### config.mk
export PLATFORM = sky130hd
export DESIGN_NAME = life_like_automaton_stencil_flat
export DESIGN_NICKNAME = d
export VERILOG_FILES = /design/src/design/lla_pkg.sv /design/src/design/lla_stream_if.sv /design/src/design/life_like_automaton_stencil.sv /design/src/design/lla_position.sv /design/src/design/lla_line_buf.sv /design/src/design/lla_window.sv /design/src/flat_wrapper.sv
export SDC_FILE = /design/constraint.sdc
export NUM_CORES = 1
export LEC_CHECK = 0
export BUFFER_PORTS_ARGS = -buffer_cell sky130_fd_sc_hd__buf_2
export CAP_MARGIN = 25
export CELL_PAD_IN_SITES_DETAIL_PLACEMENT = 1
export CELL_PAD_IN_SITES_GLOBAL_PLACEMENT = 2
export CORE_ASPECT_RATIO = 1.2
export CORE_UTILIZATION = 47
export CTS_BUF_LIST = sky130_fd_sc_hd__clkbuf_8
export CTS_CLUSTER_DIAMETER = 50
export DETAILED_ROUTE_END_ITERATION = 8
export PLACE_DENSITY_LB_ADDON = 0.1
export SETUP_SLACK_MARGIN = 0.02
export SYNTH_ARGS = -nofsm -noshare
export SYNTH_HDL_FRONTEND = slang
export SYNTH_SLANG_ARGS = --single-unit
export TNS_END_PERCENT = 5
### constraint.sdc
create_clock -name clock -period 8.35 [get_ports clock]
set_input_delay 1.2525 -clock clock [delete_from_list [all_inputs] [get_ports clock]]
set_output_delay 1.2525 -clock clock [all_outputs]
set_load 0.05 [all_outputs]
### src/design/lla_pkg.sv
// ----------------------------------------------------------------------------
// Life-like automaton stencil package
// Payload types, register codes, reset values and the size clamp helper.
// ----------------------------------------------------------------------------
package lla_pkg;

   localparam int CSR_DATA_WIDTH   = 9;
   localparam int COUNT_WIDTH      = 4;
   localparam int COORD_WIDTH      = 8;
   localparam int MIN_SIZE         = 3;
   localparam int RESET_ROW_LENGTH = 200;
   localparam int RESET_ROWS       = 200;
   localparam logic [COUNT_WIDTH-1:0] RESET_COUNT_LOW  = 4'd3;
   localparam logic [COUNT_WIDTH-1:0] RESET_COUNT_HIGH = 4'd5;

   // Request payload: one cell of the current generation.
   typedef struct packed {
      logic cell_alive;
      logic frame_start;
   } lla_req_type;

   // Response payload: one cell of the next generation.
   typedef struct packed {
      logic                   next_alive;
      logic [COORD_WIDTH-1:0] out_row;
      logic [COORD_WIDTH-1:0] out_col;
      logic                   frame_done;
   } lla_rsp_type;

   // Configuration register indexes.
   typedef enum logic [1:0] {
      CSR_ROW_LENGTH  = 2'd0,
      CSR_ROWS_IN_USE = 2'd1,
      CSR_COUNT_LOW   = 2'd2,
      CSR_COUNT_HIGH  = 2'd3
   } lla_csr_type;

   // Per-cell information worked out when the request is taken.
   typedef struct packed {
      logic                   emit;
      logic                   interior;
      logic                   frame_done;
      logic                   alive;
      logic [COORD_WIDTH-1:0] out_row;
      logic [COORD_WIDTH-1:0] out_col;
   } lla_tag_type;

   // Limits a grid size to the range from the minimum up to hi.
   function automatic int lla_clamp(input logic [CSR_DATA_WIDTH-1:0] value, input int hi);
      int v;
      v = int'(value);
      if (v < MIN_SIZE) begin
         return MIN_SIZE;
      end
      if (v > hi) begin
         return hi;
      end
      return v;
   endfunction

endpackage

### src/design/lla_stream_if.sv
// ----------------------------------------------------------------------------
// Stream channel interface
// Valid and ready handshake carrying one payload item per transfer.
// ----------------------------------------------------------------------------
interface lla_stream_if #(
   parameter type payload_type = logic
) ();

   logic        valid;
   logic        ready;
   payload_type payload;

   modport source (output valid, output payload, input ready);
   modport sink   (input valid, input payload, output ready);

endinterface

### src/design/life_like_automaton_stencil.sv
// ----------------------------------------------------------------------------
// Life-like automaton stencil
// One cell per cycle unless stalled; next-generation cells leave by a register.
// ----------------------------------------------------------------------------
// The block takes one cell per cycle in raster order unless a stalled response
// holds it off, and returns the next generation of the cell one row and one
// column behind it through the window stage register and then the response
// register. The window stage sits behind the registered read port of the line
// buffer memory, which holds both rows above the input in one word per column.
// Border cells keep their state; interior cells live when their live neighbors
// lie between count_low and count_high. The first row_length+1 cells of a frame
// give no result; the last row_length+1 cells are never returned. Line buffer
// contents need no clearing after reset. Write configuration only while idle.
module life_like_automaton_stencil #(
   parameter int MAX_ROW_LENGTH = 256,
   parameter int MAX_ROWS       = 256
) (
   input  logic                                  clock,
   input  logic                                  reset,
   lla_stream_if.sink                            req_ch,
   lla_stream_if.source                          rsp_ch,
   input  logic                                  csr_we,
   input  logic [1:0]                            csr_index,
   input  logic [lla_pkg::CSR_DATA_WIDTH-1:0]    csr_wdata
);

   localparam int COL_W = $clog2(MAX_ROW_LENGTH);
   localparam int LEN_W = $clog2(MAX_ROW_LENGTH+1);
   localparam int HGT_W = $clog2(MAX_ROWS+1);

   logic [LEN_W-1:0] row_len_ff, row_len_in;
   logic [HGT_W-1:0] rows_ff, rows_in;
   logic [lla_pkg::COUNT_WIDTH-1:0] count_low_ff, count_low_in;
   logic [lla_pkg::COUNT_WIDTH-1:0] count_high_ff, count_high_in;

   logic                 accept, a_adv;
   logic                 a_valid_ff, a_valid_in;
   lla_pkg::lla_tag_type tag, a_tag_ff;
   logic [COL_W-1:0]     col, a_col_ff;
   logic                 top, mid, live;
   logic                 rsp_valid_ff, rsp_valid_in;
   lla_pkg::lla_rsp_type rsp_data_ff, rsp_data_in;

   // Configuration registers; sizes are clamped when written.
   always_comb begin
      row_len_in    = row_len_ff;
      rows_in       = rows_ff;
      count_low_in  = count_low_ff;
      count_high_in = count_high_ff;
      if (csr_we) begin
         unique case (lla_pkg::lla_csr_type'(csr_index))
            lla_pkg::CSR_ROW_LENGTH:
               row_len_in = LEN_W'(lla_pkg::lla_clamp(csr_wdata, MAX_ROW_LENGTH));
            lla_pkg::CSR_ROWS_IN_USE:
               rows_in = HGT_W'(lla_pkg::lla_clamp(csr_wdata, MAX_ROWS));
            lla_pkg::CSR_COUNT_LOW:
               count_low_in = csr_wdata[lla_pkg::COUNT_WIDTH-1:0];
            lla_pkg::CSR_COUNT_HIGH:
               count_high_in = csr_wdata[lla_pkg::COUNT_WIDTH-1:0];
            default: ;
         endcase
      end
   end

   always_ff @(posedge clock) begin
      if (reset) begin
         row_len_ff    <= LEN_W'(lla_pkg::lla_clamp(
                             lla_pkg::CSR_DATA_WIDTH'(lla_pkg::RESET_ROW_LENGTH), MAX_ROW_LENGTH));
         rows_ff       <= HGT_W'(lla_pkg::lla_clamp(
                             lla_pkg::CSR_DATA_WIDTH'(lla_pkg::RESET_ROWS), MAX_ROWS));
         count_low_ff  <= lla_pkg::RESET_COUNT_LOW;
         count_high_ff <= lla_pkg::RESET_COUNT_HIGH;
      end else begin
         row_len_ff    <= row_len_in;
         rows_ff       <= rows_in;
         count_low_ff  <= count_low_in;
         count_high_ff <= count_high_in;
      end
   end

   // Handshake: the window stage moves on unless its result has nowhere to go.
   assign accept        = req_ch.valid && req_ch.ready;
   assign a_adv         = a_valid_ff && (!a_tag_ff.emit || !rsp_valid_ff || rsp_ch.ready);
   assign req_ch.ready  = !reset && (!a_valid_ff || a_adv);

   lla_position #(
      .MAX_ROW_LENGTH (MAX_ROW_LENGTH),
      .MAX_ROWS       (MAX_ROWS)
   ) u_position (
      .clock       (clock),
      .reset       (reset),
      .accept      (accept),
      .cell_alive  (req_ch.payload.cell_alive),
      .frame_start (req_ch.payload.frame_start),
      .row_len     (row_len_ff),
      .rows        (rows_ff),
      .col         (col),
      .tag         (tag)
   );

   lla_line_buf #(
      .DEPTH (MAX_ROW_LENGTH)
   ) u_line_buf (
      .clock   (clock),
      .reset   (reset),
      .rd_en   (accept),
      .rd_addr (col),
      .wr_en   (a_adv),
      .wr_addr (a_col_ff),
      .new_bit (a_tag_ff.alive),
      .top     (top),
      .mid     (mid)
   );

   // Window stage register.
   assign a_valid_in = accept ? 1'b1 : (a_adv ? 1'b0 : a_valid_ff);

   always_ff @(posedge clock) begin
      if (reset) begin
         a_valid_ff <= 1'b0;
      end else begin
         a_valid_ff <= a_valid_in;
      end
   end

   always_ff @(posedge clock) begin
      if (accept) begin
         a_tag_ff <= tag;
         a_col_ff <= col;
      end
   end

   lla_window u_window (
      .clock      (clock),
      .reset      (reset),
      .adv        (a_adv),
      .top        (top),
      .mid        (mid),
      .new_bit    (a_tag_ff.alive),
      .interior   (a_tag_ff.interior),
      .count_low  (count_low_ff),
      .count_high (count_high_ff),
      .live       (live)
   );

   // Response register.
   always_comb begin
      rsp_data_in.next_alive = live;
      rsp_data_in.out_row    = a_tag_ff.out_row;
      rsp_data_in.out_col    = a_tag_ff.out_col;
      rsp_data_in.frame_done = a_tag_ff.frame_done;
      if (a_adv && a_tag_ff.emit) begin
         rsp_valid_in = 1'b1;
      end else begin
         rsp_valid_in = rsp_ch.ready ? 1'b0 : rsp_valid_ff;
      end
   end

   always_ff @(posedge clock) begin
      if (reset) begin
         rsp_valid_ff <= 1'b0;
      end else begin
         rsp_valid_ff <= rsp_valid_in;
      end
   end

   always_ff @(posedge clock) begin
      if (a_adv && a_tag_ff.emit) begin
         rsp_data_ff <= rsp_data_in;
      end
   end

   assign rsp_ch.valid   = rsp_valid_ff;
   assign rsp_ch.payload = rsp_data_ff;

endmodule

### src/design/lla_position.sv
// ----------------------------------------------------------------------------
// Raster position tracker
// Keeps the row and column of the next cell and derives where its result goes.
// ----------------------------------------------------------------------------
module lla_position #(
   parameter int MAX_ROW_LENGTH = 256,
   parameter int MAX_ROWS       = 256
) (
   input  logic                                 clock,
   input  logic                                 reset,
   input  logic                                 accept,
   input  logic                                 cell_alive,
   input  logic                                 frame_start,
   input  logic [$clog2(MAX_ROW_LENGTH+1)-1:0]  row_len,
   input  logic [$clog2(MAX_ROWS+1)-1:0]        rows,
   output logic [$clog2(MAX_ROW_LENGTH)-1:0]    col,
   output lla_pkg::lla_tag_type                 tag
);

   localparam int COL_W = $clog2(MAX_ROW_LENGTH);
   localparam int ROW_W = $clog2(MAX_ROWS);
   localparam int LEN_W = $clog2(MAX_ROW_LENGTH+1);
   localparam int HGT_W = $clog2(MAX_ROWS+1);

   logic [COL_W-1:0] col_ff, col_in, cur_col, ex_col;
   logic [ROW_W-1:0] row_ff, row_in, cur_row, ex_row;
   logic             restart, last_col, last_row;

   // A frame marker or a position left outside the grid restarts at the origin.
   always_comb begin
      restart  = frame_start || (LEN_W'(col_ff) >= row_len) || (HGT_W'(row_ff) >= rows);
      cur_col  = restart ? '0 : col_ff;
      cur_row  = restart ? '0 : row_ff;
      last_col = (LEN_W'(cur_col) + LEN_W'(1)) >= row_len;
      last_row = (HGT_W'(cur_row) + HGT_W'(1)) >= rows;
   end

   // Raster advance with wrap at the end of a row and of the frame.
   always_comb begin
      col_in = col_ff;
      row_in = row_ff;
      if (accept) begin
         col_in = last_col ? '0 : cur_col + COL_W'(1);
         if (last_col) begin
            row_in = last_row ? '0 : cur_row + ROW_W'(1);
         end else begin
            row_in = cur_row;
         end
      end
   end

   always_ff @(posedge clock) begin
      if (reset) begin
         col_ff <= '0;
         row_ff <= '0;
      end else begin
         col_ff <= col_in;
         row_ff <= row_in;
      end
   end

   // The result belongs to the cell one row and one column behind the input.
   always_comb begin
      if (cur_col != '0) begin
         ex_row = cur_row - ROW_W'(1);
         ex_col = cur_col - COL_W'(1);
      end else begin
         ex_row = cur_row - ROW_W'(2);
         ex_col = COL_W'(row_len - LEN_W'(1));
      end
   end

   // Result tag for this cell.
   always_comb begin
      tag.emit       = (cur_row >= ROW_W'(2)) || ((cur_row == ROW_W'(1)) && (cur_col != '0));
      tag.interior   = (ex_row != '0) && (HGT_W'(ex_row) < rows - HGT_W'(1)) &&
                       (ex_col != '0) && (LEN_W'(ex_col) < row_len - LEN_W'(1));
      tag.frame_done = last_row && last_col;
      tag.alive      = cell_alive;
      tag.out_row    = lla_pkg::COORD_WIDTH'(ex_row);
      tag.out_col    = lla_pkg::COORD_WIDTH'(ex_col);
      col            = cur_col;
   end

endmodule

### src/design/lla_line_buf.sv
// ----------------------------------------------------------------------------
// Two-row line buffer
// One memory word per column holds the cells of the two rows above the input.
// ----------------------------------------------------------------------------
module lla_line_buf #(
   parameter int DEPTH = 256
) (
   input  logic                     clock,
   input  logic                     reset,
   input  logic                     rd_en,
   input  logic [$clog2(DEPTH)-1:0] rd_addr,
   input  logic                     wr_en,
   input  logic [$clog2(DEPTH)-1:0] wr_addr,
   input  logic                     new_bit,
   output logic                     top,
   output logic                     mid
);

   localparam int ADDR_W = $clog2(DEPTH);

   // Bit 1 is the upper row, bit 0 the middle row.
   logic [1:0] line_mem [DEPTH];
   logic [1:0] rd_data_ff;
   logic [1:0] fwd_data_ff, fwd_data_in;
   logic       fwd_ff, fwd_in;
   logic [1:0] word;

   // The middle cell moves up and the new cell takes its place.
   assign fwd_data_in = {mid, new_bit};

   always_ff @(posedge clock) begin
      if (wr_en) begin
         line_mem[wr_addr] <= fwd_data_in;
      end
      if (rd_en) begin
         rd_data_ff <= line_mem[rd_addr];
      end
   end

   // A read of the column being written in the same cycle takes the new word.
   assign fwd_in = rd_en ? (wr_en && (wr_addr == ADDR_W'(rd_addr))) : fwd_ff;

   always_ff @(posedge clock) begin
      if (reset) begin
         fwd_ff <= 1'b0;
      end else begin
         fwd_ff <= fwd_in;
      end
   end

   always_ff @(posedge clock) begin
      if (rd_en) begin
         fwd_data_ff <= fwd_data_in;
      end
   end

   assign word = fwd_ff ? fwd_data_ff : rd_data_ff;
   assign top  = word[1];
   assign mid  = word[0];

endmodule

### src/design/lla_window.sv
// ----------------------------------------------------------------------------
// Stencil window and rule
// Holds the 3x3 window and applies the neighbor count rule to its center.
// ----------------------------------------------------------------------------
module lla_window (
   input  logic                                clock,
   input  logic                                reset,
   input  logic                                adv,
   input  logic                                top,
   input  logic                                mid,
   input  logic                                new_bit,
   input  logic                                interior,
   input  logic [lla_pkg::COUNT_WIDTH-1:0]     count_low,
   input  logic [lla_pkg::COUNT_WIDTH-1:0]     count_high,
   output logic                                live
);

   logic [8:0] window_ff, window_in;
   logic [8:0] shifted;
   logic [lla_pkg::COUNT_WIDTH-1:0] count;

   // Each window row shifts by one column; bit 0 of a row is the newest column.
   assign shifted = {window_ff[7:6], top, window_ff[4:3], mid, window_ff[1:0], new_bit};
   assign window_in = adv ? shifted : window_ff;

   always_ff @(posedge clock) begin
      if (reset) begin
         window_ff <= '0;
      end else begin
         window_ff <= window_in;
      end
   end

   // Live neighbors: every window bit but the center.
   always_comb begin
      count = '0;
      for (int i = 0; i < 9; i++) begin
         if (i != 4) begin
            count = count + lla_pkg::COUNT_WIDTH'(shifted[i]);
         end
      end
   end

   // Interior cells follow the rule; border cells keep their state.
   assign live = interior ? ((count >= count_low) && (count <= count_high)) : shifted[4];

endmodule

### src/flat_wrapper.sv
// flat-port wrapper written by rule: the top's interface ports become plain ports
module life_like_automaton_stencil_flat 
#(
   parameter int MAX_ROW_LENGTH = 256,
   parameter int MAX_ROWS       = 256
)
  (clock, reset, csr_we, csr_index, csr_wdata, req_ch_valid, req_ch_payload, req_ch_ready, rsp_ch_valid, rsp_ch_payload, rsp_ch_ready);
  lla_stream_if #(.payload_type(lla_pkg::lla_req_type)) req_ch_i ();
  lla_stream_if #(.payload_type(lla_pkg::lla_rsp_type)) rsp_ch_i ();
  input  logic clock;
  input  logic reset;
  input  logic csr_we;
  input  logic [1:0] csr_index;
  input  logic [lla_pkg::CSR_DATA_WIDTH-1:0] csr_wdata;
  input wire logic [$bits(req_ch_i.valid)-1:0] req_ch_valid;
  input wire logic [$bits(req_ch_i.payload)-1:0] req_ch_payload;
  output wire logic [$bits(req_ch_i.ready)-1:0] req_ch_ready;
  output wire logic [$bits(rsp_ch_i.valid)-1:0] rsp_ch_valid;
  output wire logic [$bits(rsp_ch_i.payload)-1:0] rsp_ch_payload;
  input wire logic [$bits(rsp_ch_i.ready)-1:0] rsp_ch_ready;
  assign req_ch_i.valid = req_ch_valid;
  assign req_ch_i.payload = req_ch_payload;
  assign req_ch_ready = req_ch_i.ready;
  assign rsp_ch_valid = rsp_ch_i.valid;
  assign rsp_ch_payload = rsp_ch_i.payload;
  assign rsp_ch_i.ready = rsp_ch_ready;
  life_like_automaton_stencil #(.MAX_ROW_LENGTH(MAX_ROW_LENGTH), .MAX_ROWS(MAX_ROWS)) u_core (.clock(clock), .reset(reset), .req_ch(req_ch_i), .rsp_ch(rsp_ch_i), .csr_we(csr_we), .csr_index(csr_index), .csr_wdata(csr_wdata));
endmodule
* After elaboration in Yosys (flattened, before gate mapping)
Memory sizes are Yosys's and may differ from the RTL's. A register that Yosys moved wholly into a read port is not among the register bits.
Index checks and enable logic that the tools add are counted.
** Operators by class
- Reduce and logical (&&, ||, !) cells :: 31
- Add/subtract/negate cells :: 16
- Multiplexer cells :: 33
- Equality and inequality tests :: 5
- Magnitude comparators :: 11
** Operators with widths (number)
- 2-to-1 mux 8 bit :: 7
- 2-to-1 mux 9 bit :: 5
- nonzero test 8 bit :: 3
- 2-to-1 mux 1 bit :: 19
- adder 8 x 1 -> 9 bit, second input constant :: 2
- greater-or-equal comparator 8 x 9 -> 1 bit :: 2
- greater-or-equal comparator 9 bit :: 2
- < comparator 8 x 9 -> 1 bit :: 2
- subtractor 9 x 1 -> 9 bit, second input constant :: 2
- adder 4 x 1 -> 4 bit :: 4
- adder 8 x 1 -> 8 bit, second input constant :: 2
- subtractor 8 x 1 -> 8 bit, second input constant :: 2
- logical AND 1 bit :: 11
- greater-than comparator 9 bit, second input constant :: 1
- < comparator 9 x 2 -> 1 bit, second input constant :: 1
- equality test 8 x 1 -> 1 bit, second input constant :: 1
- equality test 8 bit :: 1
- greater-or-equal comparator 8 x 2 -> 1 bit, second input constant :: 1
- AND reduction 2 bit :: 4
- subtractor 8 x 2 -> 8 bit, second input constant :: 1
- logical OR 1 bit :: 6
- adder 3 x 1 -> 4 bit :: 1
- equality test 2 bit, second input constant :: 2
- greater-or-equal comparator 4 bit :: 1
- other kinds (8) :: 13
** Storage, ports and cells
- Logic and storage cells :: 119
- Output and inout bits :: 20
- Flip-flop bits (word level) :: 101
- Memories :: 1
- Bits in writable memories :: 512
- Input port bits :: 18
** Memory list
- u_core.u_line_buf.line_mem :: words 256, bits a word 2, rd ports 1, clocked after memory_dff 1, wr ports 1, line lla_line_buf.sv:22 : logic [1:0] line_mem [DEPTH];

* Depth between registers and ports, before layout
Gate-level depths: netlist (run 1).
- Word-level depth :: 10
- Gate-level depth with buffers :: 24
- Depth with buffers taken out :: 20

* Cells and area by module
A second synthesis (run 1) with hierarchy kept.
** Second synthesis, totals
- Cells, all modules :: 1949
- Area, all modules :: 27609.0 µm²
** Modules (own cells, without submodules)
- lla_line_buf :: sequential area each 15514.9 µm², cells an instance 1313, instances 1, area an instance 21551.9 µm²
- lla_position :: sequential area each 320.3 µm², cells an instance 391, instances 1, area an instance 2955.3 µm²
- life_like_automaton_stencil :: sequential area each 1941.9 µm², cells an instance 177, instances 1, area an instance 2511.2 µm²
- lla_window :: sequential area each 120.1 µm², cells an instance 68, instances 1, area an instance 590.6 µm²

* Worst setup path before layout (run 1)
No wires, ideal clock.
- Path type :: register to register
- From :: reg u_core.a_tag_ff[16] in the netlist's numbering
- To :: reg u_core.rsp_data_ff (netlist bit u_core.rsp_ch.payload[17]), data pin
- Arrival :: 5.926 ns
- Period minus slack after synthesis :: 6.186 ns
- Required time :: 8.090 ns
- Library setup time :: 0.260 ns
- Path slack :: 2.164 ns
- Stages on the path, launching flop included :: 14
- Cell sequence :: edfxtp_1 -> inv_1 -> fa_1 -> inv_1 -> ha_1 -> fa_1 -> ha_1 -> nor2b_1 -> o21ai_0 -> nand2b_1 -> a21oi_1 -> a41oi_1 -> nor2_1 -> mux2_2
** On the way
- Word-level cells in the longest chain between the ends :: 10
- Elaborated cells on any way between the ends :: 11
- Those cells by class :: 7 x add/sub; 2 x order compare; 1 x mux; 1 x reduce/logical
** RTL lines
- start, declared :: line life_like_automaton_stencil.sv:38 : lla_pkg::lla_tag_type tag, a_tag_ff;
- start signal, assigned :: line life_like_automaton_stencil.sv:128 : a_tag_ff <= tag;
- adder 1 x 1 -> 2 bit (*) :: line lla_window.sv:39 : count = count + lla_pkg::COUNT_WIDTH'(shifted[i]);
- adder 2 x 1 -> 3 bit (*) :: line lla_window.sv:39
- adder 3 x 1 -> 4 bit (*) :: line lla_window.sv:39
- adder 4 x 1 -> 4 bit (*) (4 in a row) :: line lla_window.sv:39
- greater-or-equal comparator 4 bit or <= comparator 4 bit (tied branches) :: line lla_window.sv:45 : assign live = interior ? ((count >= count_low) && (count <= count_high)) : shifted[4];
- logical AND 1 bit (*) :: line lla_window.sv:45
- 2-to-1 mux 1 bit (*) :: line lla_window.sv:45
- via u_core.live :: line life_like_automaton_stencil.sv:40 : logic top, mid, live;
- end signal, assigned :: line life_like_automaton_stencil.sv:169 : rsp_data_ff <= rsp_data_in;
- end, declared :: line life_like_automaton_stencil.sv:42 : lla_pkg::lla_rsp_type rsp_data_ff, rsp_data_in;
The timed path passes the listed nets; every way through them passes the cells marked *.
A chain may end at the register's enable or synchronous reset.

==> report_table.html, run 1 <==
<table>
<tr><th>Metric</th><th>Value</th></tr>
<tr><th colspan="2">GRT</th></tr>
<tr><td>Global-route congestion overflow total</td><td>0</td></tr>
<tr><td>First-pass GRT wire length</td><td>137 mm</td></tr>
<tr><td>Maximum number of pins on one net before global-route repair</td><td>124</td></tr>
<tr><td>Vias in the first global route</td><td>20294</td></tr>
<tr><td>GRT Overall Usage</td><td>31.9%</td></tr>
<tr><td>Number of antenna violations at the first check in global routing</td><td>3</td></tr>
<tr><th colspan="2">Yosys</th></tr>
<tr><td>Number of distinct library cells after synthesis</td><td>80</td></tr>
<tr><td>Multiplexer fraction of the synthesized cell area</td><td>7.40%</td></tr>
<tr><td>Synthesized-area fraction occupied by adder cells</td><td>3.44%</td></tr>
<tr><td>Most used standard cell by instance count after synthesis</td><td>sky130_fd_sc_hd__edfxtp_1</td></tr>
<tr><td>Gate Count Post-Synth</td><td>2179</td></tr>
<tr><td>Combinational family with the most area after synthesis</td><td>simple AND/OR/NAND/NOR gates</td></tr>
<tr><td>Part of the Yosys area used for sequential elements</td><td>64.5%</td></tr>
<tr><td>Post-Syn Nets</td><td>2271</td></tr>
<tr><td>Area share of and/or/nand/nor cells after synthesis</td><td>11.2%</td></tr>
<tr><td>Synth Flop Type</td><td>sky130_fd_sc_hd__edfxtp_1</td></tr>
<tr><td>Mean cell area of the mapped netlist</td><td>12.7 µm²</td></tr>
<tr><td>Cells taking the most area after synthesis</td><td>sky130_fd_sc_hd__edfxtp_1 61%, sky130_fd_sc_hd__nor2_1 4.6%, sky130_fd_sc_hd__mux2i_1 4.1%, sky130_fd_sc_hd__dfxtp_1 3.7%, sky130_fd_sc_hd__ha_1 3.2%</td></tr>
<tr><td>Most used standard cells in the synthesized netlist</td><td>562 x sky130_fd_sc_hd__edfxtp_1, 339 x sky130_fd_sc_hd__nor2_1, 154 x sky130_fd_sc_hd__nand2_1, 113 x sky130_fd_sc_hd__mux2i_1, 104 x sky130_fd_sc_hd__clkbuf_1</td></tr>
<tr><td>Count of state elements after synthesis</td><td>613</td></tr>
<tr><td>Warnings, synthesis</td><td>0</td></tr>
<tr><td>EDFF count, synth</td><td>562</td></tr>
<tr><td>Yosys top cell by area</td><td>sky130_fd_sc_hd__edfxtp_1</td></tr>
<tr><td>Proportion of netlist area held by the largest area contributor</td><td>60.8%</td></tr>
<tr><td>Proportion of synthesized flip-flops having asynchronous set or reset</td><td>0%</td></tr>
<tr><td>Xor and xnor area share after synthesis</td><td>1.14%</td></tr>
<tr><td>Area of the mapped netlist</td><td>0.0278 mm²</td></tr>
<tr><td>Compound-cell area share of the yosys netlist</td><td>9.64%</td></tr>
<tr><th colspan="2">Detailed routing</th></tr>
<tr><td>First drt pass iteration count</td><td>7</td></tr>
<tr><td>First DRT Iteration DRCs</td><td>2034</td></tr>
<tr><td>Routed metal-1 wire length</td><td>35.6 mm</td></tr>
<tr><td>Highest metal layer used by the detailed router</td><td>met4</td></tr>
<tr><td>Final antenna-violating net count</td><td>0</td></tr>
<tr><td>Total met2 wirelength after detailed routing</td><td>47.2 mm</td></tr>
<tr><td>Remaining routing DRC violations</td><td>0</td></tr>
<tr><td>Met3 routed WL</td><td>6.53 mm</td></tr>
<tr><td>Avg WL per Cell</td><td>30.7 µm</td></tr>
<tr><td>Total wire length</td><td>95.2 mm</td></tr>
<tr><td>Via count of the routed design</td><td>19537</td></tr>
<tr><td>DR vias/cell</td><td>6.30</td></tr>
<tr><th colspan="2">Final layout</th></tr>
<tr><td>Number of fill cells</td><td>5921</td></tr>
<tr><td>Number of cells in the finished layout apart from fillers</td><td>3101</td></tr>
<tr><td>Footprint of the flip-flops and latches</td><td>0.0179 mm²</td></tr>
<tr><td>Footprint of the multi-input gates</td><td>0.00917 mm²</td></tr>
<tr><td>Fin util</td><td>52.7%</td></tr>
<tr><td>Area overhead of the layout relative to synthesis</td><td>10.8%</td></tr>
<tr><td>Design area</td><td>0.0308 mm²</td></tr>
<tr><td>Share of layout cells above drive strength 1</td><td>13.2%</td></tr>
<tr><td>Count of nets after finishing</td><td>2333</td></tr>
<tr><th colspan="2">CTS</th></tr>
<tr><td>Sink Count</td><td>613</td></tr>
<tr><td>Maximum number of buffers from clock root to sink</td><td>3</td></tr>
<tr><td>Gates resized, CTS repair</td><td>0</td></tr>
<tr><td>TritonCTS clock tree</td><td>built</td></tr>
<tr><td>Hold Buf Count CTS</td><td>0</td></tr>
<tr><td>Clock root buffer</td><td>sky130_fd_sc_hd__clkbuf_8</td></tr>
<tr><td>Skew-Pair Late Insertion Delay</td><td>0.70 ns</td></tr>
<tr><td>Clock transition at the registers of the reported paths</td><td>0.07 ns</td></tr>
<tr><td>Clock H-tree levels</td><td>3</td></tr>
<tr><td>CTS Buf Count</td><td>99</td></tr>
<tr><td>Setup repair bufs after CTS</td><td>0</td></tr>
<tr><th colspan="2">Setup path</th></tr>
<tr><td>Endpoint required time on the critical path</td><td>8.91 ns</td></tr>
<tr><td>Critical path data arrival time</td><td>7.28 ns</td></tr>
<tr><td>Register-to-register setup slack</td><td>1.63 ns</td></tr>
<tr><td>Maximum fanout count along the critical path</td><td>46</td></tr>
<tr><td>Category of the worst setup path launch point</td><td>flip-flop</td></tr>
<tr><td>Type of destination of the critical path</td><td>flip-flop</td></tr>
<tr><td>Classification of the worst setup path</td><td>reg2reg</td></tr>
<tr><th colspan="2">Status</th></tr>
<tr><td>Run status</td><td>completed</td></tr>
<tr><th colspan="2">STA</th></tr>
<tr><td>Final period demand of the worst path</td><td>6.72 ns</td></tr>
<tr><td>RSZ-0062 raised after global routing</td><td>no</td></tr>
<tr><td>Setup Viol. Count Final</td><td>0</td></tr>
<tr><td>Final period utilization</td><td>80.5%</td></tr>
<tr><td>Sum of negative setup slack</td><td>0 ns</td></tr>
<tr><td>Slew HR</td><td>28.3%</td></tr>
<tr><td>Post-Route Skew</td><td>0.0319 ns</td></tr>
<tr><td>Least-Margin Pin Slew</td><td>1.07 ns</td></tr>
<tr><td>Final max-slew violation count</td><td>0</td></tr>
<tr><td>Upper clock frequency limit</td><td>149 MHz</td></tr>
<tr><td>Total count of hold-check failures in the final report</td><td>0</td></tr>
<tr><th colspan="2">Floorplanning</th></tr>
<tr><td>Die outline area</td><td>0.0600 mm²</td></tr>
<tr><td>Row count</td><td>97</td></tr>
<tr><td>Chip Width</td><td>224 µm</td></tr>
<tr><td>DIE HEIGHT</td><td>268 µm</td></tr>
<tr><td>Total I/O pin count</td><td>38</td></tr>
<tr><td>Initial core utilization</td><td>47.6%</td></tr>
<tr><td>Core ar.</td><td>0.0584 mm²</td></tr>
<tr><th colspan="2">Power</th></tr>
<tr><td>Final Power</td><td>6140 µW</td></tr>
<tr><td>Maximum vdd drop</td><td>0.140 mV</td></tr>
<tr><td>Power per cell area</td><td>200 mW/mm²</td></tr>
<tr><td>Static power due to leakage</td><td>0.0102 µW</td></tr>
<tr><th colspan="2">Placement</th></tr>
<tr><td>Routability-driven placement congestion ratio</td><td>0.929</td></tr>
<tr><td>Count of input and output buffers</td><td>37</td></tr>
<tr><td>Number of placed instances with taps included</td><td>2930</td></tr>
<tr><td>Placement-stage cell area</td><td>0.0290 mm²</td></tr>
<tr><td>Hpwl dp</td><td>61.6 mm</td></tr>
<tr><th colspan="2">Worst hold path</th></tr>
<tr><td>Type of the worst min-delay path</td><td>reg2reg</td></tr>
<tr><th colspan="2">Job</th></tr>
<tr><td>Total of max-cap violations</td><td>0</td></tr>
</table>
## logic make-up after synthesis
logic type | Yosys count
AOI/OAI and AO/OA | 382
xor gates and xnor gates | 36
buffers and inverters | 195
DFF | 613
and+or+nand+nor | 705
muxes | 174
adders and majority gates | 74
## stage by stage
step	hold WS, ns	setup slack, ns
2_1_floorplan	0.400	2.16
3_3_place_gp	0.405	2.09
3_5_place_dp	0.406	1.79
4_1_cts	0.420	1.75
5_1_grt	0.429	1.36
6_report	0.418	1.63
## layer usage
layer	up-vias	track usage, %
li1	8341	-
met1	10065	38.3
met2	874	54.4
met3	257	4.82
met4	0	19.1
met5	-	0
## critical path, cell delays in order (launching register included)
cell and delay [ns]:
sky130_fd_sc_hd__dfxtp_4 0.84, sky130_fd_sc_hd__inv_2 0.43, sky130_fd_sc_hd__ha_1 0.34, sky130_fd_sc_hd__nor3b_1 0.14
sky130_fd_sc_hd__o21ai_0 0.53, sky130_fd_sc_hd__a2111o_1 0.58, sky130_fd_sc_hd__nor2_4 0.05, sky130_fd_sc_hd__inv_2 0.29
sky130_fd_sc_hd__ha_1 0.63, sky130_fd_sc_hd__o31a_1 0.43, sky130_fd_sc_hd__nand2b_1 0.15, sky130_fd_sc_hd__a2111oi_4 0.38
sky130_fd_sc_hd__a211oi_1 0.12, sky130_fd_sc_hd__a311o_1 0.33, sky130_fd_sc_hd__ha_1 0.32, sky130_fd_sc_hd__and4_1 0.19
sky130_fd_sc_hd__o2111ai_1 0.11, sky130_fd_sc_hd__a31oi_1 0.14, sky130_fd_sc_hd__a311oi_1 0.32, sky130_fd_sc_hd__o31a_1 0.19
## path summary, 6_finish.rpt
path / to / cells after the start / startpoint
max: u_core.a_tag_ff[18] / 19 / u_core.u_position.col_ff[0]
max reg2reg: u_core.a_tag_ff[18] / 19 / u_core.u_position.col_ff[0]
min reg2reg: u_core.rsp_ch.payload[13] / 0 / u_core.a_tag_ff[12]
min: u_core.rsp_ch.payload[13] / 0 / u_core.a_tag_ff[12]
## layout by cell type, fill, tap and decap left out, types with 48 or more instances in the layout
cell type                    n
sky130_fd_sc_hd__a21oi_1    93
sky130_fd_sc_hd__buf_4      52
sky130_fd_sc_hd__clkbuf_8  101
sky130_fd_sc_hd__dfxtp_1    48
sky130_fd_sc_hd__edfxtp_1  562
sky130_fd_sc_hd__ha_1       70
sky130_fd_sc_hd__inv_1      82
sky130_fd_sc_hd__mux2i_1   113
sky130_fd_sc_hd__nand2_1   153
sky130_fd_sc_hd__nand3_1    58
sky130_fd_sc_hd__nor2_1    339
sky130_fd_sc_hd__o21ai_0    57
## flip-flops by register name, indices dropped and copies added (netlist names), 8 cells and up
register                    count
u_core.rows_ff                  9
u_core.u_line_buf.line_mem    512
u_core.a_col_ff                 8
u_core.u_position.col_ff        8
u_core.rsp_ch.payload          18
u_core.u_position.row_ff        8
u_core.row_len_ff               9
u_core.a_tag_ff                20
## cell type report
class,instances,share of cell area (%)
well taps,792,3.22
multi-input cells,1371,29.8
flip-flops and latches,613,58.2
diodes,1,0.00814
clock buffers,101,4.52
inverters,60,0.749
clock inverters,67,1.13
repair buffers,96,2.36
## power by group
part | internal, µW | leakage, µW | switching (µW) | total (µW)
clock | 1180 | 0.000987 | 1210 | 2380
combinational | 114 | 0.00371 | 248 | 363
sequential | 3370 | 0.00546 | 24.4 | 3390
total | 4660 | 0.0102 | 1480 | 6140
(Power assumes the default switching activity.)
==> inputs of run 2 (changes only) <==
--- a/config.mk
+++ b/config.mk
@@ -10,7 +10,7 @@
 export CELL_PAD_IN_SITES_DETAIL_PLACEMENT = 1
 export CELL_PAD_IN_SITES_GLOBAL_PLACEMENT = 2
 export CORE_ASPECT_RATIO = 1.2
-export CORE_UTILIZATION = 47
+export CORE_UTILIZATION = 42
 export CTS_BUF_LIST = sky130_fd_sc_hd__clkbuf_8
 export CTS_CLUSTER_DIAMETER = 50
 export DETAILED_ROUTE_END_ITERATION = 8
==> constraint.sdc (replaced) <==
create_clock -name clock -period 5.5 [get_ports clock]
set_input_delay 0.825 -clock clock [delete_from_list [all_inputs] [get_ports clock]]
set_output_delay 0.825 -clock clock [all_outputs]
set_load 0.05 [all_outputs]
==> run 2 against run 1 <==
Clock skew rose by 0.0046 ns. Combinational power is 56% higher. Sequential cell count unchanged. Clock-buffer cell count grew 8. Fmax up 32%. Die area rose by 12%. First-iteration DRC count fell by 27%. Cell count rose by 3.0%. Non-clock buffer count up 32. Global-route usage is 2.8 points lower. Register-to-register slack lost 1.2 ns. Worst setup slack worse by 1.2 ns. Highest routed layer unchanged.
==> report_table.html, run 2 (synthesis results as in run 1) <==
<table>
<tr><th>Metric</th><th>Value</th></tr>
<tr><th colspan="2">Detailed routing</th></tr>
<tr><td>Remaining routing DRC violations</td><td>0 (unchanged)</td></tr>
<tr><td>First DRT Iteration DRCs</td><td>1477 (was 2034)</td></tr>
<tr><td>Avg WL per Cell</td><td>30.4 µm (was 30.7 µm)</td></tr>
<tr><td>First drt pass iteration count</td><td>8 (was 7)</td></tr>
<tr><td>Via count of the routed design</td><td>19337 (was 19537)</td></tr>
<tr><td>DR vias/cell</td><td>6.05 (was 6.30)</td></tr>
<tr><td>Final antenna-violating net count</td><td>0 (unchanged)</td></tr>
<tr><td>Total wire length</td><td>97.1 mm (was 95.2 mm)</td></tr>
<tr><th colspan="2">Setup path</th></tr>
<tr><td>Depth of the worst register-to-register path</td><td>19 (unchanged)</td></tr>
<tr><td>Origin of the critical flop-to-flop path</td><td>u_core.rows_ff[2] (was u_core.u_position.col_ff[0])</td></tr>
<tr><td>Maximum fanout count along the critical path</td><td>9 (was 46)</td></tr>
<tr><td>Max stage delay on crit path</td><td>0.45 ns (was 0.84 ns)</td></tr>
<tr><td>Most common cell type on the critical path</td><td>sky130_fd_sc_hd__ha_1 (unchanged)</td></tr>
<tr><td>Classification of the worst setup path</td><td>reg2reg (unchanged)</td></tr>
<tr><td>Category of the worst setup path launch point</td><td>flip-flop (unchanged)</td></tr>
<tr><td>Cell breakdown of the critical path</td><td>inv_1, ha_1, nand2_1, o21ai_0, a21o_1, nor2_4, inv_2, ha_1, o31a_1, nand2b_1, a2111oi_4, a211oi_1, a311o_1, ha_1, and4_1, o2111ai_1, a31oi_1, a311oi_1, o31a_1 (was inv_2, ha_1, nor3b_1, o21ai_0, a2111o_1, nor2_4, inv_2, ha_1, o31a_1, nand2b_1, a2111oi_4, a211oi_1, a311o_1, ha_1, and4_1, o2111ai_1, a31oi_1, a311oi_1, o31a_1)</td></tr>
<tr><td>Endpoint of the worst register-to-register path</td><td>u_core.a_tag_ff[18] (unchanged)</td></tr>
<tr><td>Endpoint required time on the critical path</td><td>6.09 ns (was 8.91 ns)</td></tr>
<tr><td>Family with the most delay on the worst path</td><td>compound AO/OA/AOI/OAI gates (unchanged)</td></tr>
<tr><td>Register-to-register setup slack</td><td>0.42 ns (was 1.63 ns)</td></tr>
<tr><td>Type of destination of the critical path</td><td>flip-flop (unchanged)</td></tr>
<tr><td>Buffers &amp; Inverters on Critical Path</td><td>2 (unchanged)</td></tr>
<tr><td>Critical path data arrival time</td><td>5.66 ns (was 7.28 ns)</td></tr>
<tr><td>Slowest cell on the critical path</td><td>sky130_fd_sc_hd__a21o_1 (was sky130_fd_sc_hd__dfxtp_4)</td></tr>
<tr><th colspan="2">Power</th></tr>
<tr><td>Sequential share of power</td><td>53.1% (was 55.2%)</td></tr>
<tr><td>Maximum vdd drop</td><td>0.157 mV (was 0.140 mV)</td></tr>
<tr><td>Comb pwr share</td><td>5.9% (about the same)</td></tr>
<tr><td>Power per cell area</td><td>309 mW/mm² (was 200 mW/mm²)</td></tr>
<tr><td>Relative contribution of the clock network to total power</td><td>41.0% (was 38.8%)</td></tr>
<tr><td>Switch share</td><td>24.3% (was 24.1%)</td></tr>
<tr><td>Static power due to leakage</td><td>0.0104 µW (was 0.0102 µW)</td></tr>
<tr><td>Internal power</td><td>7320 µW (was 4660 µW)</td></tr>
<tr><td>Switching power of the nets</td><td>2360 µW (was 1480 µW)</td></tr>
<tr><th colspan="2">STA</th></tr>
<tr><td>Final period utilization</td><td>92.3% (was 80.5%)</td></tr>
<tr><td>Post-Route Skew</td><td>0.0364 ns (was 0.0319 ns)</td></tr>
<tr><td>Final max-slew violation count</td><td>0 (unchanged)</td></tr>
<tr><td>Slew HR</td><td>24.3% (was 28.3%)</td></tr>
<tr><td>Total count of hold-check failures in the final report</td><td>0 (unchanged)</td></tr>
<tr><td>Final period demand of the worst path</td><td>5.08 ns (was 6.72 ns)</td></tr>
<tr><td>Setup Viol. Count Final</td><td>0 (unchanged)</td></tr>
<tr><td>Upper clock frequency limit</td><td>197 MHz (was 149 MHz)</td></tr>
<tr><td>RSZ-0062 raised after global routing</td><td>no (unchanged)</td></tr>
<tr><td>Sum of negative setup slack</td><td>0 ns (unchanged)</td></tr>
<tr><td>Least-Margin Pin Slew</td><td>1.13 ns (was 1.07 ns)</td></tr>
<tr><th colspan="2">Final layout</th></tr>
<tr><td>Count of nets after finishing</td><td>2370 (was 2333)</td></tr>
<tr><td>Share of layout cells above drive strength 1</td><td>15.0% (was 13.2%)</td></tr>
<tr><td>Largest register FFs</td><td>512 (unchanged)</td></tr>
<tr><td>Design area</td><td>0.0313 mm² (was 0.0308 mm²)</td></tr>
<tr><td>Most common library cell in the layout ignoring fill and taps</td><td>sky130_fd_sc_hd__edfxtp_1 (unchanged)</td></tr>
<tr><td>Most used cells in the layout excluding fill and tap cells</td><td>562 x sky130_fd_sc_hd__edfxtp_1, 339 x sky130_fd_sc_hd__nor2_1, 154 x sky130_fd_sc_hd__nand2_1 (was 562 x sky130_fd_sc_hd__edfxtp_1, 339 x sky130_fd_sc_hd__nor2_1, 153 x sky130_fd_sc_hd__nand2_1)</td></tr>
<tr><td>Register with the most flip-flops</td><td>u_core.u_line_buf.line_mem (unchanged)</td></tr>
<tr><td>Area overhead of the layout relative to synthesis</td><td>12.6% (was 10.8%)</td></tr>
<tr><th colspan="2">Worst hold path</th></tr>
<tr><td>Hold depth</td><td>1 (was 0)</td></tr>
<tr><td>Worst min-delay path endpoint</td><td>u_core.a_tag_ff[16] (was u_core.rsp_ch.payload[13])</td></tr>
<tr><td>Type of the worst min-delay path</td><td>in2reg (was reg2reg)</td></tr>
<tr><td>Critical hold path startpoint</td><td>req_ch_payload[1] (was u_core.a_tag_ff[12])</td></tr>
<tr><th colspan="2">Placement</th></tr>
<tr><td>Count of input and output buffers</td><td>37 (unchanged)</td></tr>
<tr><td>Hpwl dp</td><td>62.8 mm (was 61.6 mm)</td></tr>
<tr><td>Placement-stage cell area</td><td>0.0293 mm² (was 0.0290 mm²)</td></tr>
<tr><td>Routability-driven placement congestion ratio</td><td>0.914 (was 0.929)</td></tr>
<tr><th colspan="2">Floorplanning</th></tr>
<tr><td>Row count</td><td>102 (was 97)</td></tr>
<tr><td>Chip Width</td><td>237 µm (was 224 µm)</td></tr>
<tr><td>DIE HEIGHT</td><td>284 µm (was 268 µm)</td></tr>
<tr><td>Total I/O pin count</td><td>38 (unchanged)</td></tr>
<tr><td>Die outline area</td><td>0.0671 mm² (was 0.0600 mm²)</td></tr>
<tr><td>Initial core utilization</td><td>42.7% (was 47.6%)</td></tr>
<tr><td>Core ar.</td><td>0.0650 mm² (was 0.0584 mm²)</td></tr>
<tr><th colspan="2">GRT</th></tr>
<tr><td>Global-route congestion overflow total</td><td>0 (unchanged)</td></tr>
<tr><td>First-pass GRT wire length</td><td>141 mm (was 137 mm)</td></tr>
<tr><td>Number of antenna violations at the first check in global routing</td><td>2 (was 3)</td></tr>
<tr><td>Vias in the first global route</td><td>20544 (was 20294)</td></tr>
<tr><td>GRT Overall Usage</td><td>29.0% (was 31.9%)</td></tr>
<tr><td>Maximum number of pins on one net before global-route repair</td><td>190 (was 124)</td></tr>
<tr><th colspan="2">CTS</th></tr>
<tr><td>CTS Buf Count</td><td>104 (was 99)</td></tr>
<tr><td>Hold Buf Count CTS</td><td>0 (unchanged)</td></tr>
<tr><td>TritonCTS clock tree</td><td>built (unchanged)</td></tr>
<tr><td>Setup repair bufs after CTS</td><td>0 (unchanged)</td></tr>
<tr><td>Clock H-tree levels</td><td>3 (unchanged)</td></tr>
<tr><td>Clock root buffer</td><td>sky130_fd_sc_hd__clkbuf_8 (unchanged)</td></tr>
<tr><td>Gates resized, CTS repair</td><td>0 (unchanged)</td></tr>
<tr><td>Clock transition at the registers of the reported paths</td><td>0.06 ns (was 0.07 ns)</td></tr>
<tr><td>Skew-Pair Late Insertion Delay</td><td>0.74 ns (was 0.70 ns)</td></tr>
<tr><td>Sink Count</td><td>613 (unchanged)</td></tr>
<tr><td>Maximum number of buffers from clock root to sink</td><td>3 (unchanged)</td></tr>
<tr><th colspan="2">Status</th></tr>
<tr><td>Run status</td><td>completed (unchanged)</td></tr>
<tr><th colspan="2">Job</th></tr>
<tr><td>Total of max-cap violations</td><td>0 (unchanged)</td></tr>
</table>
==> run 2: final cells by class <==
cell class / count / area [µm²]
diodes: 2 / 5.00
clock buffers: 109 / 1500
clock inverters: 80 / 463
fillers: 6670 / 33700
inverters: 60 / 230
multi-input cells: 1371 / 9160
flip-flops and latches: 613 / 17900
well taps: 832 / 1040
repair buffers: 128 / 966
==> run 2: worst max path at each step <==
stage	from	to	slack, ns	depth (start not counted)
5_1_grt	u_core.rows_ff[2]	u_core.a_tag_ff[18]	0.02	19
6_report	u_core.rows_ff[2]	u_core.a_tag_ff[18]	0.42	19
3_3_place_gp	u_core.row_len_ff[6]	u_core.a_tag_ff[18]	0.71	19
3_5_place_dp	u_core.rows_ff[2]	u_core.a_tag_ff[18]	0.53	19
4_1_cts	u_core.rows_ff[2]	u_core.a_tag_ff[18]	0.46	19
2_1_floorplan	u_core.a_tag_ff[16]	u_core.rsp_ch.payload[17]	-0.59	13
==> run 2: power by group through the flow <==
stage	Combinational, µW	Clock [µW]	Sequential [µW]
3_5_place_dp	567	0	5240
2_1_floorplan	327	0	5260
4_1_cts	570	4060	5140
5_1_grt	614	4220	5140
6_report	568	3970	5140
3_3_place_gp	553	0	5240
==> run 2: per-stage QoR <==
stage               util (%)  total power, µW  setup WS, ns  std cells  hold WS [ns]
detailed placement      45.1             5800         0.532       3003         0.406
floorplan                  -             5590        -0.588       2179         0.400
finish                  48.1             9670         0.425       3195         0.278
global placement        45.0             5790         0.715       3001         0.405
CTS                     48.1             9770         0.457       3192         0.224
global route            48.1             9980        0.0250       3195         0.264
==> run 2: metal layers <==
layer  vias up  part of all wire [%]  global-route usage, %
met4         0                   5.3                   15.6
met5         -                     0                      0
met2       704                    50                   50.2
met3       204                   6.0                   4.30
met1      9997                    39                   34.8
li1       8432                     -                      -
